File: src/rtl/core/fp8e4_pkg.sv
// Package: opcodes, decode/encode helpers for the FP8 E4M3 unit.
`default_nettype none
package fp8e4_pkg;
    localparam logic [2:0] OP_MUL     = 3'd0;
    localparam logic [2:0] OP_ADD     = 3'd1;
    localparam logic [2:0] OP_MUL_F32 = 3'd2;
    localparam logic [2:0] OP_TO_F16  = 3'd3;
    localparam logic [2:0] OP_ENCODE  = 3'd4;
    localparam logic [2:0] OP_DECODE  = 3'd5;

    typedef struct packed {
        logic [2:0] opcode;
        logic [7:0] operand_a;
        logic [7:0] operand_b;
        logic [31:0] float_in;
    } req_t;

    // fp8 to binary32; NaN decodes to +0
    function automatic logic [31:0] dec8(input logic [7:0] v);
        logic [3:0] e;
        logic [2:0] m;
        logic [31:0] r;
        e = v[6:3];
        m = v[2:0];
        r = 32'd0;
        if (e == 4'hF) begin
            r = 32'd0;
        end else if (e == 4'd0) begin
            // subnormal m * 2^-9, renormalized
            if (m[2]) r = {1'b0, 8'd120, m[1:0], 21'd0};
            else if (m[1]) r = {1'b0, 8'd119, m[0], 22'd0};
            else if (m[0]) r = {1'b0, 8'd118, 23'd0};
            else r = 32'd0;
            r[31] = v[7];
        end else begin
            r = {v[7], 4'd0, e, m, 20'd0} + {1'b0, 8'd120, 23'd0};
        end
        return r;
    endfunction

    // binary32 to fp8, RNE, saturating
    function automatic logic [7:0] enc8(input logic [31:0] x);
        logic [7:0] sign;
        logic [7:0] be;
        logic [23:0] m;
        logic [4:0] sh;
        logic [23:0] q;
        logic [23:0] rem;
        logic [23:0] half;
        logic [7:0] code;
        logic [8:0] sum;
        sign = x[31] ? 8'h80 : 8'h00;
        be = x[30:23];
        m = {1'b1, x[22:0]};
        sh = (be >= 8'd121) ? 5'd20 : 5'(8'd141 - be);
        q = m >> sh;
        rem = m & ((24'd1 << sh) - 24'd1);
        half = 24'd1 << (sh - 5'd1);
        if (rem > half || (rem == half && q[0])) q = q + 24'd1;
        if (be >= 8'd121) sum = 9'(be - 8'd121) * 9'd8 + 9'(q[4:0]);
        else sum = 9'(q[4:0]);
        code = (sum > 9'h77) ? 8'h77 : sum[7:0];
        if (be == 8'hFF || x[30:0] == 31'd0) return 8'h00;
        if (x[30:0] >= 31'h43700000) return sign | 8'h77;
        if (be < 8'd117) return sign;
        return sign | code;
    endfunction

    function automatic logic [15:0] to_f16(input logic [7:0] v);
        logic [3:0] e;
        logic [2:0] m;
        e = v[6:3];
        m = v[2:0];
        if (e == 4'd0 && m == 3'd0) return {v[7], 15'd0};
        if (e == 4'hF) return {v[7], 5'd31, 10'd1};
        if (e == 4'd0) begin
            if (m[2]) return {v[7], 5'd8, m[1:0], 8'd0};
            if (m[1]) return {v[7], 5'd7, m[0], 9'd0};
            return {v[7], 5'd6, 10'd0};
        end
        return {v[7], 5'(e) + 5'd8, m, 7'd0};
    endfunction
endpackage
`default_nettype wire

File: src/rtl/core/fp8e4_arith.sv
// Combinational datapath: exact fp8 multiply/add on decoded values, conversions.
`default_nettype none
module fp8e4_arith (
    input  wire fp8e4_pkg::req_t req,
    output logic [31:0]          result
);
    import fp8e4_pkg::*;
    logic [31:0] fa, fb;
    // exact product on 4-bit significands
    logic [3:0] sa, sb;
    logic [7:0] sp;
    logic signed [9:0] ea, eb, ep;
    logic [31:0] prod;
    // exact sum in fixed point, quantum 2^-9, |x| < 2^9
    logic signed [19:0] xa, xb, xs;
    logic [18:0] mag;
    logic [4:0] msb;
    logic [31:0] sumf;
    logic [22:0] frac;

    function automatic logic signed [19:0] fx(input logic [7:0] v);
        logic [18:0] u;
        if (v[6:3] == 4'hF) return 20'sd0;
        if (v[6:3] == 4'd0) u = 19'(v[2:0]);
        else u = 19'({1'b1, v[2:0]}) << (v[6:3] - 4'd1);
        return v[7] ? -$signed({1'b0, u}) : $signed({1'b0, u});
    endfunction

    always_comb begin
        fa = dec8(req.operand_a);
        fb = dec8(req.operand_b);
        sa = (fa[30:0] == 31'd0) ? 4'd0 : {1'b1, fa[22:20]};
        sb = (fb[30:0] == 31'd0) ? 4'd0 : {1'b1, fb[22:20]};
        ea = 10'(fa[30:23]);
        eb = 10'(fb[30:23]);
        sp = sa * sb;
        prod = 32'd0;
        if (sp != 8'd0) begin
            if (sp[7]) begin
                ep = ea + eb - 10'sd126;
                prod = {1'b0, ep[7:0], sp[6:0], 16'd0};
            end else begin
                ep = ea + eb - 10'sd127;
                prod = {1'b0, ep[7:0], sp[5:0], 17'd0};
            end
        end else begin
            ep = 10'sd0;
        end
        prod[31] = fa[31] ^ fb[31];
        xa = fx(req.operand_a);
        xb = fx(req.operand_b);
        xs = xa + xb;
        mag = xs[19] ? 19'(-xs) : xs[18:0];
        msb = 5'd0;
        for (int i = 0; i < 19; i++) if (mag[i]) msb = 5'(i);
        frac = 23'({mag, 23'd0} >> msb);
        sumf = (mag == 19'd0) ? 32'd0
             : {xs[19], 8'(8'd118 + 8'(msb)), frac};
        unique case (req.opcode)
            OP_MUL:     result = {24'd0, enc8(prod)};
            OP_ADD:     result = {24'd0, enc8(sumf)};
            OP_MUL_F32: result = prod;
            OP_TO_F16:  result = {16'd0, to_f16(req.operand_a)};
            OP_ENCODE:  result = {24'd0, enc8(req.float_in)};
            OP_DECODE:  result = fa;
            default:    result = 32'd0;
        endcase
    end
endmodule
`default_nettype wire

File: src/rtl/core/fp8_e4m3_arith_convert_unit_core.sv
// Top level: FP8 E4M3 arithmetic and conversion unit with registered I/O.
// Path: the request is captured in the input register, passes the combinational datapath, and its
// result is captured in the result register, which drives m_valid and m_result.
// Throughput: one request per cycle, set by the single-pass datapath between the two
// registers; a stalled result holds both registers and drops s_ready once both are full.
// Reset: aresetn synchronous active low clears both valid flags; payload is not reset.
`default_nettype none
module fp8_e4m3_arith_convert_unit_core (
    input  wire         aclk,
    input  wire         aresetn,
    input  wire         s_valid,
    output logic        s_ready,
    input  wire [2:0]   s_opcode,
    input  wire [7:0]   s_operand_a,
    input  wire [7:0]   s_operand_b,
    input  wire [31:0]  s_float_in,
    output logic        m_valid,
    input  wire         m_ready,
    output logic [31:0] m_result
);
    import fp8e4_pkg::*;
    req_t        req_reg;
    logic        in_vld_reg;
    logic [31:0] res_comb;
    logic        adv;

    // stage 2 advances when result slot is empty or being drained
    assign adv     = !m_valid || m_ready;
    assign s_ready = !in_vld_reg || adv;

    always_ff @(posedge aclk) begin
        if (!aresetn) begin
            in_vld_reg <= 1'b0;
            m_valid    <= 1'b0;
        end else begin
            if (s_ready) in_vld_reg <= s_valid;
            if (adv) m_valid <= in_vld_reg;
        end
        if (s_ready && s_valid) begin
            req_reg <= '{s_opcode, s_operand_a, s_operand_b, s_float_in};
        end
        if (adv && in_vld_reg) m_result <= res_comb;
    end

    fp8e4_arith u_arith (
        .req    (req_reg),
        .result (res_comb)
    );

    a_hold: assert property (@(posedge aclk) disable iff (!aresetn)
        m_valid && !m_ready |=> m_valid && $stable(m_result))
        else $error("result changed while stalled");
    a_flow: assert property (@(posedge aclk) disable iff (!aresetn)
        in_vld_reg && adv |=> m_valid)
        else $error("request lost between stages");
    a_rdy: assert property (@(posedge aclk) disable iff (!aresetn)
        !in_vld_reg |-> s_ready)
        else $error("stalled while empty");
endmodule
`default_nettype wire

File: config.mk
export PLATFORM = sky130hd
export DESIGN_NAME = fp8_e4m3_arith_convert_unit_core
export DESIGN_NICKNAME = d
export VERILOG_FILES = /design/src/rtl/core/fp8e4_pkg.sv /design/src/rtl/core/fp8e4_arith.sv /design/src/rtl/core/fp8_e4m3_arith_convert_unit_core.sv
export SDC_FILE = /design/constraint.sdc
export NUM_CORES = 1
export LEC_CHECK = 0
export BUFFER_PORTS_ARGS = -buffer_cell sky130_fd_sc_hd__buf_2
export CORE_ASPECT_RATIO = 0.7
export CORE_UTILIZATION = 50
export DETAILED_ROUTE_END_ITERATION = 12
export PLACE_DENSITY = 0.66
export SLEW_MARGIN = 40
export SYNTH_ARGS = -nofsm -noshare
export SYNTH_HDL_FRONTEND = slang
export SYNTH_SLANG_ARGS = --single-unit
export TNS_END_PERCENT = 50
File: constraint.sdc
create_clock -name aclk -period 20.2 [get_ports aclk]
set_input_delay 4.04 -clock aclk [delete_from_list [all_inputs] [get_ports aclk]]
set_output_delay 4.04 -clock aclk [all_outputs]
set_load 0.02 [all_outputs]
## Word-level counts from Yosys, hierarchy flattened

Cells that the tools add are included.

- $add $sub $neg: 31
- $mul: 1
- Order comparisons: 15
- Equality and inequality tests: 13
- Shift operators: 12
- Multiplexer cells: 142
- Bitwise logic cells: 7
- Reduce and logical (&&, ||, !) cells: 27

Operators by type and width:

| cell | count |
|---|---|
| 2-to-1 mux 8 bit | 24 |
| case mux 32 bit (6 select lines) | 1 |
| 2-to-1 mux 31 bit | 6 |
| 2-to-1 mux 16 bit | 10 |
| 2-to-1 mux 32 bit | 5 |
| logical NOT 31 bit | 5 |
| << shifter 1 x 5 -> 24 bit, first input constant | 6 |
| 2-to-1 mux 20 bit | 6 |
| 2-to-1 mux 19 bit | 5 |
| >= comparator 31 bit, second input constant | 3 |
| AND 24 bit | 3 |
| == test 24 bit | 3 |
| > comparator 24 bit | 3 |
| right shift 24 x 5 -> 5 bit | 3 |
| subtractor 24 x 1 -> 24 bit, second input constant | 3 |
| adder 32 x 30 -> 32 bit, second input constant | 2 |
| 2-to-1 mux 30 bit | 2 |
| 2-to-1 mux 5 bit | 12 |
| 2-to-1 mux 9 bit | 6 |
| 2-to-1 mux 1 bit | 49 |
| right shift 42 x 5 -> 23 bit | 1 |
| 2-to-1 mux 4 bit | 10 |
| negator 19 -> 20 bit | 2 |
| << shifter 4 x 4 -> 19 bit | 2 |
| 32 further kinds | 76 |

- Bits in registers: 85
- Bits of input ports: 55
- Output and inout port bits: 34
- Logic and storage cells: 255

## Longest topological paths before layout

Gate-level depths: netlist of the first run.

- Depth in word-level cells: 50
- Mapped depth: 75
- Mapped depth without buffers: 65

## Modules after synthesis

Synthesis of the first run repeated with hierarchy kept, for this count alone.

- Cells, all modules: 2247
- Area total of the unflattened synthesis: 16462.0 µm²

Modules (own cells, without submodules):

| module | instances | cells each | area each (µm²) | seq. area each (µm²) |
|---|---|---|---|---|
| fp8e4_arith | 1 | 2155 | 13865.8 | 0.0 |
| fp8_e4m3_arith_convert_unit_core | 1 | 92 | 2596.2 | 2532.4 |

## Least setup slack after synthesis of the first run

Ideal clock, no wire load.

- Kind: flip-flop to flip-flop
- Start: register req_reg[35] (netlist name)
- End: register m_result[3] (data pin)
- Library setup time: 0.158 ns
- Arrival: 13.874 ns
- Data required time: 20.042 ns
- Setup slack: 6.168 ns
- Stages on the path, launching flop included: 71
- Buffers on the path: 9
- Clock period less this slack: 14.032 ns
- Cell sequence: edfxtp_1 buf_2 buf_1 inv_1 ha_1 clkbuf_1 a21boi_0 a32o_1 inv_1 ha_1 inv_1 nor2_1 o21ai_0 nor2_1 and2_1 a21oi_1 o21ai_0 a21oi_1 (+35 left out) nor4_1 nand2_1 nand2_1 a2111oi_0 o31ai_1 o311ai_2 nor3b_2 xnor2_1 ha_1 a21oi_1 nor2_1 xnor2_1 o311a_1 a41o_1 or3b_1 a21oi_1 nand3_1 o211ai_1

- Cells in the longest elaborated chain, start to end: 50
- Elaborated cells between the ends (all ways): 132
- Those cells by class: 21 x add/sub; 1 x mul; 10 x order compare; 5 x eq/ne; 8 x shift; 71 x mux; 4 x bitwise; 12 x reduce/logical

Ends and longest elaborated chain:

| what | RTL line | text |
|---|---|---|
| start: declaration | fp8_e4m3_arith_convert_unit_core.sv:22 | `req_t req_reg;` |
| start signal: assignment | fp8_e4m3_arith_convert_unit_core.sv:40 | `req_reg <= '{s_opcode, s_operand_a, s_operand_b, s_float_in};` |
| parallel branches: the longest is 49 deep, another holds negator 19 -> 20 bit | -- |  |
| case mux 32 bit (6 select lines) (*) | fp8e4_arith.sv:59 | `unique case (req.opcode)` |
| named net res_comb[3] | fp8_e4m3_arith_convert_unit_core.sv:24 | `logic [31:0] res_comb;` |
| end signal: assignment | fp8_e4m3_arith_convert_unit_core.sv:42 | `if (adv && in_vld_reg) m_result <= res_comb;` |
| end: declaration | fp8_e4m3_arith_convert_unit_core.sv:19 | `output logic [31:0] m_result` |

Mark *: on every way through the listed nets, which the timed path passes. The select of a mux whose other input is x is not followed.
A chain may end at the register's enable or synchronous reset.

## Final worst setup path of the first run

- Start: register req_reg[43] (netlist name)
- End: register m_result[3] (data pin)

Same word-level chain as after synthesis.

==> metrics.csv, run 1 <==
metric;value;unit
iteration count of the initial detailed-routing pass;7;
EDFF count, synth;83;
Core Footprint;32830;um2
Crit Path Max Fanout;36;
WP data arrival;17.45;ns
die area;34580;um2
ys async rst share;0;
Worst Path Required;20.41;ns
Placement Cell Area;17640;um2
final setup margin;2.955;ns
design area;17980;um2
Yosys cell types;113;
Fillers;3235;
Worst-Margin Slew;0.8714;ns
fin nets;2574;
Crit-path slowest cell;xnor3_2;
Syn Inst Count;2354;
gr usage total;0.3439;
gr ovfl total;0;
Syn. warnings;0;
Setup violations, final;0;
Worst-Skew Late Latency;0.37;ns
Synth Area in Adders;0.1172;
syn_area_per_cell;7.186;um2
Post-Synth Simple-Gate Area;0.3012;
Yosys reg bits;85;
mapped cell area;16910;um2
largest net degree at the start of global routing;52;
clock sinks;85;
crit path kind;flop to flop;
DRC errors left;0;
Worst R2R Start;req_reg[43]$_DFFE_PP_;
DRT antenna net count;0;
slowest stage delay, CP;0.79;ns
CTS tree;done;
clk buf depth;2;
Placement Setup Slack;3.510;ns
Avg WL per Cell;21.72;um
Root Driver;clkbuf_16;
CTS Hold Bufs;0;
reg2reg setup slack;2.95;ns
post-CTS setup buffer count;0;
chip height;155.9;um
Min-Delay Path Class;flop to flop;
first-pass GRT wire length;95.18;mm
antenna violations before repair;3;
DP HPWL;48.02;mm
Initial Utilization;0.5153;
TritonCTS buffer count;9;
largest family of logic cells by synthesized area;simple AND/OR/NAND/NOR gates;
TNS Setup;0;ns
Clock Skew;0.006170;ns
status;complete, no violations;
Final Max Slew Viols;0;
IO buf count;88;
RSZ-0062 raised after global routing;no;
Synth-to-Final Area Change;6.309;%
Synth Area in XOR/XNOR;0.06783;
vias in the first global route;16896;
Hold Path End;in_vld_reg$_SDFFE_PN0N_;
Tcrit/Tclk final;0.8537;
startpoint type of the worst setup path;flop;
row count;55;
share of post-route cells with drive strength above 1;0.09743;
Clk pin slew, worst setup/hold paths;0.06;ns
DR iter-0 viols;3312;
Die Wd;221.8;um
DR vias/cell;6.731;
hold path depth;2;
mux cell area share after synthesis;0.04438;
PostCTS Resize Cnt;0;
max reg flops;51;
Crit path top cell by count;nand2_1;
slew margin rel.;0.4149;
worst reg2reg path depth;63;
register area share after synthesis;0.1497;
post-layout min period;17.25;ns
max-cap violation count;0;
critical path capture point type;flop;
WL final;60.84;mm
Ports;89;
worst reg2reg endpoint;m_result[3]$_DFFE_PP_;
Max Clk Rate;57.99;MHz
hold_sp;in_vld_reg$_SDFFE_PN0N_;
final hold vios;0;
post-synthesis compound-gate area fraction;0.2729;
RePlAce Congestion;1.014;
top_reg_cell synth;edfxtp_1;
vias;18853;
CTS HTree Levels;3;
==> critical path: cells and delay by family, from the launching register on <==
| family | cells | cell delay (ns) |
|---|---|---|
| AOI/OAI and AO/OA | 27 | 7.15 |
| buffers and inverters | 4 | 0.77 |
| and+or+nand+nor | 21 | 4.45 |
| adders and majority gates | 6 | 2.16 |
| DFF | 1 | 0.78 |
| muxes | 1 | 0.39 |
| xor gates and xnor gates | 4 | 1.31 |
==> worst max path at each step <==
stage / cells past startpoint / from / to / slack [ns]
finish: 63 / req_reg[43]$_DFFE_PP_ / m_result[3]$_DFFE_PP_ / 2.95
global route: 63 / req_reg[43]$_DFFE_PP_ / m_result[3]$_DFFE_PP_ / 1.74
CTS: 63 / req_reg[43]$_DFFE_PP_ / m_result[3]$_DFFE_PP_ / 3.51
detailed placement: 63 / req_reg[43]$_DFFE_PP_ / m_result[3]$_DFFE_PP_ / 3.51
global placement: 61 / req_reg[35]$_DFFE_PP_ / m_result[3]$_DFFE_PP_ / 4.07
floorplan: 70 / req_reg[35]$_DFFE_PP_ / m_result[3]$_DFFE_PP_ / 6.17
==> per-stage QoR <==
step                hold WS [ns]  std cells  utilization
floorplan                 0.4768       2357            -
global placement          0.5040       2780       0.5352
detailed placement        0.5572       2782       0.5374
CTS                       0.5676       2798       0.5470
global route              0.6072       2801       0.5478
finish                    0.5646       2801       0.5478
==> area by class of cell <==
class / instances / area, um2 / area share
diodes: 3 / 7.507 / 0.0004175
multi-input cells: 2089 / 13690 / 0.7613
well taps: 427 / 534.3 / 0.02971
repair buffers: 116 / 655.6 / 0.03646
clock inverters: 6 / 87.58 / 0.004871
flip-flops and latches: 85 / 2532 / 0.1408
inverters: 65 / 246.5 / 0.01371
clock buffers: 10 / 229.0 / 0.01273
==> routing by layer <==
metal  wire (um)  GRT usage
met2       23800     0.4751
met5           0          0
met1       28740     0.5306
met3        7383    0.08192
met4         907    0.06515
==> kinds of logic after synthesis <==
kind of cell,count (synthesis)
muxes,66
AOI/OAI and AO/OA,681
adders and majority gates,153
other,2
DFF,85
xor gates and xnor gates,126
and+or+nand+nor,1058
buffers and inverters,183
==> cells in the mapped netlist (all sizes together), types with 41 or more instances <==
| master | instances | area share |
|---|---|---|
| a21oi | 159 | 0.047 |
| and2 | 46 | 0.017 |
| clkbuf | 82 | 0.018 |
| edfxtp | 83 | 0.15 |
| ha | 144 | 0.11 |
| inv | 62 | 0.014 |
| mux2i | 42 | 0.025 |
| nand2 | 306 | 0.068 |
| nand3 | 95 | 0.028 |
| nand4 | 43 | 0.016 |
| nor2 | 275 | 0.061 |
| nor3 | 76 | 0.024 |
| o21ai | 144 | 0.044 |
| xnor2 | 83 | 0.043 |
| xor2 | 41 | 0.022 |
==> cells in the final DEF (no fill, tap or decap), types with 19 or more instances in the layout <==
master,synthesis,layout
or3_1,24,24
o21a_1,21,21
edfxtp_1,83,83
a21oi_1,159,159
nand3_1,94,94
nand4_1,43,43
o22ai_1,33,33
a211oi_1,31,31
mux2_2,19,19
a21o_1,29,29
buf_2,22,89
xnor2_1,83,79
inv_1,59,59
nor4_1,20,19
mux2i_1,41,41
xor2_1,39,39
and3_1,35,34
o21ai_0,131,131
nand2b_1,29,29
nor3_1,73,72
a31oi_1,29,29
nor2_1,274,274
nor2b_1,39,38
o211ai_1,25,25
ha_1,144,144
nand2_1,305,304
and2_1,44,43
buf_4,3,26
Power of run 1 is not shown: default switching activity piles up to over one toggle a cycle in this logic, so the estimate is an artifact.
==> run 2, diff against run 1 <==
--- a/config.mk
+++ b/config.mk
@@ -7,9 +7,12 @@
 export LEC_CHECK = 0
 export BUFFER_PORTS_ARGS = -buffer_cell sky130_fd_sc_hd__buf_2
 export CORE_ASPECT_RATIO = 0.7
+export CORE_MARGIN = 3
 export CORE_UTILIZATION = 50
+export CTS_CLUSTER_DIAMETER = 150
 export DETAILED_ROUTE_END_ITERATION = 12
 export PLACE_DENSITY = 0.66
+export REMOVE_ABC_BUFFERS = 1
 export SLEW_MARGIN = 40
 export SYNTH_ARGS = -nofsm -noshare
 export SYNTH_HDL_FRONTEND = slang
==> metrics.csv, run 2 (synthesis results as in run 1) <==
metric;value;unit;change
vias in the first global route;16668;;-1.3%
Clk pin slew, worst setup/hold paths;0.07;ns;about the same
share of post-route cells with drive strength above 1;0.09399;;-0.003439
Setup violations, final;0;;unchanged
clk buf depth;2;;unchanged
max reg flops;51;;unchanged
DP HPWL;47.00;mm;-2.1%
CTS Hold Bufs;0;;unchanged
WP data arrival;16.96;ns;-0.49 ns
Crit Path Max Fanout;36;;unchanged
WL final;59.48;mm;-2.2%
iteration count of the initial detailed-routing pass;6;;-1
max-cap violation count;0;;unchanged
ANT cells;0;;-3
crit path kind;flop to flop;;
gr ovfl total;0;;unchanged
gr usage total;0.3169;;-0.02701
RSZ-0062 raised after global routing;no;;
die area;36110;um2;+4.4%
Final Max Slew Viols;0;;unchanged
Crit-path slowest cell;xnor3_2;;
startpoint type of the worst setup path;flop;;
commonest cells after routing, fill and taps aside;nand2_1, nor2_1, a21oi_1, ha_1, o21ai_0;;
antenna violations before repair;0;;-3
clock sinks;85;;unchanged
DR vias/cell;6.749;;+0.28%
post-layout min period;16.75;ns;-0.4939 ns
IO buf count;88;;unchanged
critical path capture point type;flop;;
TNS Setup;0;ns;unchanged
Worst Path Required;20.41;ns;about the same
vias;18824;;-0.15%
storage element area;2532;um2;unchanged
Root Driver;clkbuf_16;;
row count;55;;unchanged
commonest non-fill, non-tap cell in the layout;nand2_1;;
largest net degree at the start of global routing;52;;unchanged
TritonCTS buffer count;9;;unchanged
reg2reg setup slack;3.45;ns;+0.49 ns
RePlAce Congestion;1.022;;+0.77%
Synth-to-Final Area Change;6.029;%;
Multi-input gate area;13700;um2;about the same
slowest stage delay, CP;0.78;ns;about the same
Clock Skew;0.01074;ns;+0.004569 ns
Min-Delay Path Class;flop to flop;;
DRC errors left;0;;unchanged
DR iter-0 viols;2935;;-11%
Die Wd;225.8;um;+1.8%
Util after Layout;0.5464;;-0.001449
CTS tree;done;;
status;complete, no violations;;
Avg WL per Cell;21.33;um;-1.8%
CTS HTree Levels;3;;unchanged
Max Clk Rate;59.70;MHz;+2.9%
post-CTS setup buffer count;0;;unchanged
Worst-Skew Late Latency;0.37;ns;about the same
slew margin rel.;0.3625;;-0.05240
Ports;89;;unchanged
first-pass GRT wire length;92.47;mm;-2.8%
Initial Utilization;0.5153;;unchanged
chip height;159.9;um;+2.6%
Hold Slack;0.5587;ns;-0.005914 ns
Worst-Margin Slew;0.9563;ns;+0.08486 ns
final hold vios;0;;unchanged
Fillers;3200;;-1.1%
DRT antenna net count;0;;unchanged
Core Footprint;32830;um2;unchanged
Tcrit/Tclk final;0.8293;;-0.02445
Crit path top cell by count;nand2_1;;
PostCTS Resize Cnt;0;;unchanged
fin nets;2565;;-0.35%
## run 2: path summary, 6_finish.rpt
path / start / to / cells after the start
max reg2reg: req_reg[43]$_DFFE_PP_ / m_result[3]$_DFFE_PP_ / 63
min: in_vld_reg$_SDFFE_PN0N_ / m_valid$_SDFFE_PN0P_ / 1
max: req_reg[43]$_DFFE_PP_ / m_result[3]$_DFFE_PP_ / 63
min reg2reg: in_vld_reg$_SDFFE_PN0N_ / m_valid$_SDFFE_PN0P_ / 1
## run 2: critical path: cells and delay by family (launching register included)
kind	cells	cell delay, ns
adders and majority gates	6	2.19
AOI/OAI and AO/OA	25	6.16
buffers and inverters	4	0.78
DFF	1	0.75
muxes	1	0.40
xor gates and xnor gates	4	1.33
and+or+nand+nor	23	4.91
## run 2: per-layer routing
layer	global-route usage	share of wire	up-vias	wire [um]
met5	0	0	-	0
met4	0.05512	0.015	0	872
met3	0.1035	0.14	70	8148
met2	0.4304	0.39	1162	23320
met1	0.4856	0.46	8827	27140
li1	-	-	8765	-
## run 2: stage by stage
step	instance area (um2)	worst slack, ns	instances
6_report	17930	3.449	2789
3_3_place_gp	17510	4.552	2772
4_1_cts	17880	3.802	2789
2_1_floorplan	16390	5.173	2239
5_1_grt	17930	2.272	2789
3_5_place_dp	17560	3.845	2773
## run 2: area by class of cell
cell class                      count  area share
Clock buffer                        9     0.01256
Timing Repair Buffer              107     0.03363
Inverter                           65     0.01374
Clock inverter                      7    0.005442
Multi-Input combinational cell   2089      0.7636
Tap cell                          427     0.02979
Sequential cell                    85      0.1412
Power of run 2 is left out for the same reason.
